===== src/deq_pkg.sv =====
// Package for the double-ended queue: operation codes, status codes, fixed field widths and sequencer states.
// Has no dependencies; deq_rem and the top level refer to it by scoped names.
package deq_pkg;

  // Fixed widths of the transaction fields.
  localparam int KIND_W   = 3;
  localparam int VAL_W    = 32;
  localparam int POS_W    = 16;
  localparam int STATUS_W = 2;

  // Operation codes carried by the kind field.
  localparam logic [KIND_W-1:0] KIND_PUSH_FRONT = 3'd0;
  localparam logic [KIND_W-1:0] KIND_PUSH_BACK  = 3'd1;
  localparam logic [KIND_W-1:0] KIND_POP_FRONT  = 3'd2;
  localparam logic [KIND_W-1:0] KIND_POP_BACK   = 3'd3;
  localparam logic [KIND_W-1:0] KIND_READ       = 3'd4;

  // Result status codes.
  localparam logic [STATUS_W-1:0] STATUS_OK    = 2'd0;
  localparam logic [STATUS_W-1:0] STATUS_EMPTY = 2'd1;
  localparam logic [STATUS_W-1:0] STATUS_FULL  = 2'd2;

  // Sequencer states of the top level, one-hot.
  typedef enum logic [4:0] {
    ST_IDLE   = 5'b00001,
    ST_EXEC   = 5'b00010,
    ST_DIV    = 5'b00100,
    ST_RDWAIT = 5'b01000,
    ST_OUT    = 5'b10000
  } deq_state_t;

endpackage


===== src/deq_rem.sv =====
// Iterative remainder unit: position modulo element count, one quotient bit per cycle.
// Depends on deq_pkg for the position width.
module deq_rem #(
  parameter int DEPTH = 256,
  localparam int AW = (DEPTH > 1) ? $clog2(DEPTH) : 1,
  localparam int CW = $clog2(DEPTH + 1)
) (
  input  logic                       clk,
  input  logic                       rst,
  input  logic                       start,
  input  logic [deq_pkg::POS_W-1:0]  dividend,
  input  logic [CW-1:0]              divisor,
  output logic                       done,
  output logic [AW-1:0]              remainder
);

  localparam int BW = $clog2(deq_pkg::POS_W);

  logic                      busy;
  logic [BW-1:0]             bit_idx;
  logic [deq_pkg::POS_W-1:0] num;
  logic [CW-1:0]             den;
  logic [CW-1:0]             rem;
  logic [CW:0]               shifted;
  logic [CW:0]               diff;
  logic [CW-1:0]             rem_next;

  // One restoring step: bring down the next bit and subtract when it fits.
  always_comb begin
    shifted = {rem, num[bit_idx]};
    diff    = shifted - {1'b0, den};
    if (shifted >= {1'b0, den}) begin
      rem_next = diff[CW-1:0];
    end else begin
      rem_next = shifted[CW-1:0];
    end
  end

  // Step counter and control; the divisor is never zero when started.
  always_ff @(posedge clk) begin
    if (rst) begin
      busy    <= 1'b0;
      done    <= 1'b0;
      bit_idx <= '0;
    end else begin
      done <= 1'b0;
      if (start) begin
        busy    <= 1'b1;
        bit_idx <= BW'(deq_pkg::POS_W - 1);
      end else if (busy) begin
        bit_idx <= bit_idx - 1'b1;
        if (bit_idx == '0) begin
          busy <= 1'b0;
          done <= 1'b1;
        end
      end
    end
  end

  // Operand and partial remainder registers.
  always_ff @(posedge clk) begin
    if (start) begin
      num <= dividend;
      den <= divisor;
      rem <= '0;
    end else if (busy) begin
      rem <= rem_next;
    end
  end

  // The remainder is below the count, so it always fits an index.
  assign remainder = rem[AW-1:0];

endmodule


===== config.mk =====
export PLATFORM = sky130hd
export DESIGN_NAME = deq_rem
export DESIGN_NICKNAME = d
export VERILOG_FILES = /design/src/deq_pkg.sv /design/src/deq_rem.sv
export SDC_FILE = /design/constraint.sdc
export NUM_CORES = 1
export LEC_CHECK = 0
export BUFFER_PORTS_ARGS = -buffer_cell sky130_fd_sc_hd__clkbuf_2
export CAP_MARGIN = 20
export CORE_ASPECT_RATIO = 0.75
export CORE_MARGIN = 2
export CORE_UTILIZATION = 30
export CTS_BUF_LIST = sky130_fd_sc_hd__clkbuf_2 sky130_fd_sc_hd__clkbuf_4 sky130_fd_sc_hd__clkbuf_8
export DETAILED_ROUTE_END_ITERATION = 8
export GPL_TIMING_DRIVEN = 0
export PLACE_DENSITY = 0.55
export SETUP_SLACK_MARGIN = 0.15
export SYNTH_ARGS = -nofsm -noshare
export SYNTH_HDL_FRONTEND = slang
export SYNTH_SLANG_ARGS = --single-unit

===== constraint.sdc =====
create_clock -name clk -period 4.2 [get_ports clk]
set_clock_uncertainty 0.2 [all_clocks]
set_input_delay 0.21 -clock clk [delete_from_list [all_inputs] [get_ports clk]]
set_output_delay 0.21 -clock clk [all_outputs]
set_load 0.01 [all_outputs]

==> results.ini <==
[status]
outcome=completed

[detailed_routing]
top_layer=met4
wl_per_cell_um=12.5
vias=1643
postRouteAntennaNets=0
first_pass_iters=4
drt_iter0_markers=126
drc=0
wl_met2_um=1780
drt-met1-wl_um=2470
met3_length_um=215
via_per_inst=4.58
drt_wl_total_um=4490

[setup_path]
path_class=reg -> reg
required_ns=4.20
arrival_ns=3.36
crit_path_end_kind=flop
critPathSlowestCell=mux4_2
worstPathCellList=buf_6 > mux4_2 > mux4_2 > inv_1 > ha_1 > fa_1 > nand2b_1 > a211oi_4 > o21a_2 > or4_1 > o311ai_1
start_kind=flop
slowest_delay_ns=0.51
cp_max_fo=9
cpMostUsedCell=mux4_2

[clocking]
cts_htree_levels=2
cts_tree=built
clock_path_buffers=2
cts_made_buffers=5
clock-sinks=40
cts_resized=0
insertion_delay_ns=0.29
postCtsSetupRepairBufs=0
root_buffer=clkbuf_8
cts.clk_slew.worst_paths_ns=0.09

[floorplanning]
die-area_um2=7930
initial_core_util_pct=31.4
rows=26
ioPinCount=37
die_w_um=102
die_h_um=77.6
fp.coreArea_um2=6900

[layout]
fin_area_um2=2820
antenna_cells=0
area_delta_synth_final_pct=30.0
num-nets-final=299
fill_cells=708
final_layout_size_suffix_gt1_share_pct=27.6

[sta]
setup_violations=0
fmax_ghz=0.297
fin_crit_sh_pct=80.1
rsz0062_at_grt=false
hold_viol_final=0
maxSlewViolCount=0
maxSlewHeadroom_pct=55.9
worst_pin_slew_ns=0.660
period_needed_ns=3.36
setup_tns_ns=0

[placement]
place_congestion=0.809
io_buffers=36
dp_hpwl_um=3250
dpl_cell_area_um2=2470

[yosys]
synthFlopType=edfxtp_1
ys_ff_latch=40
synth.area.top_cells=edfxtp_1 35%, dfxtp_1 14%, ha_1 5.8%, mux4_2 5.2%, nor2_1 4.0%
synth.distinct_cells=43
synth.top_cell.area_share_pct=34.6
synthCells=191
ys_top_cells_by_count=25 x edfxtp_1, 23 x nor2_1, 15 x dfxtp_1
synthesis.area_um2=2170
yosysWarnings=0
yosysMostFrequentCell=edfxtp_1
syn_nets=230
synth_top_area_cell=edfxtp_1
synth-async-reset-ratio_pct=0
synth_edf_count=25
avgSynthCellArea_um2=11.4
seq_area_frac_synth_pct=48.5

[global_route]
grt_max_degree=27
grt_pass1_vias=1512
grt_antenna_before_repair=0
grt_usage_pct=11.9
grt_pass1_wl_um=7460
grt.overflow.total=0

[pwr]
power_density_nw_per_um2=358
vdd_ir_drop_max_uv=150
p_total_mw=1.01
power.leakage_nw=1.17

[run]
cap_violations=0

[min_path]
hold_class=reg -> reg

-- final timing paths --
kind,start,to,slack (ns),cells past startpoint
hold reg to reg,rem[7]$_SDFFE_PP0P_,rem[7]$_SDFFE_PP0P_,0.35,2
hold / removal,rem[7]$_SDFFE_PP0P_,rem[7]$_SDFFE_PP0P_,0.35,2
setup reg to reg,bit_idx[0]$_SDFFE_PP0P_,rem[1]$_SDFFE_PP0P_,0.84,11
setup / recovery,bit_idx[0]$_SDFFE_PP0P_,rem[1]$_SDFFE_PP0P_,0.84,11
-- state kept, by name, indices dropped and copies added, names as in the netlist --
register / count
done: 1
num: 16
den: 9
busy: 1
rem: 9
bit_idx: 4
-- final cells by class --
| type | instances | area, um2 | area share (%) |
|---|---|---|---|
| Inverter | 14 | 52.6 | 1.86 |
| Clock inverter | 2 | 11.3 | 0.399 |
| Tap cell | 98 | 123 | 4.35 |
| Sequential cell | 40 | 1050 | 37.3 |
| Timing Repair Buffer | 62 | 440 | 15.6 |
| Clock buffer | 6 | 76.3 | 2.71 |
| Multi-Input combinational cell | 121 | 930 | 33.0 |
| Buffer | 16 | 135 | 4.79 |
-- metrics by stage --
step	worst slack, ns	cells	utilization [%]	hold WS [ns]
after global placement	0.875	325	35.8	0.188
after global routing	0.699	359	40.9	0.368
after detailed placement	0.863	325	35.8	0.189
after CTS	0.833	359	40.9	0.346
final	0.837	359	40.9	0.349
after floorplan	1.05	191	-	0.0824
-- routing by layer --
layer	GRT usage, %	vias up
li1	-	837
met1	18.9	769
met2	16.3	35
met3	2.43	2
met4	3.20	0
met5	0	-
-- cells in the final DEF (no fill, tap or decap), drive strengths merged, types with 4 or more instances in the layout --
| master | count |
|---|---|
| buf | 13 |
| nand2 | 8 |
| o21ai | 7 |
| nand3 | 11 |
| clkbuf | 45 |
| a311oi | 8 |
| dfxtp | 15 |
| ha | 10 |
| mux4 | 5 |
| dlygate4sd3 | 26 |
| a21oi | 7 |
| edfxtp | 25 |
| nor2 | 23 |
| inv | 14 |
| xor2 | 4 |
-- critical path, delay by kind of cell (launching register included) --
family	cells	cell delay, ns
multiplexers	2	1.01
AND/OR/NAND/NOR	2	0.66
AO/OA/AOI/OAI	3	0.47
adder cells (fa/ha/maj)	2	0.37
flip-flops	1	0.33
buffers and inverters	2	0.22
-- repair_timing --
item / 4_1_cts / 5_1_grt
hold endpoints to repair: 31 / 0
hold buffers: 26 / 0
setup endpoints to repair: 0 / 0
-- power by group --
group          switching, mW  internal, mW
Combinational          0.140         0.137
Sequential            0.0228         0.452
Clock                  0.135         0.122
Total                  0.298         0.711
-- cell families (layout without fill, tap and decap cells) --
family                     count (synthesis)  in the layout  synth area share (%)
and+or+nand+nor                           57             57                  13.2
DFF                                       40             40                  48.5
AOI/OAI and AO/OA                         39             39                  14.0
buffers and inverters                     30            100                  8.66
adders and majority gates                 11             11                  6.69
muxes                                      8              8                  6.58
xor gates and xnor gates                   6              6                  2.42
Note: power is estimated with default switching activity, not from simulation.
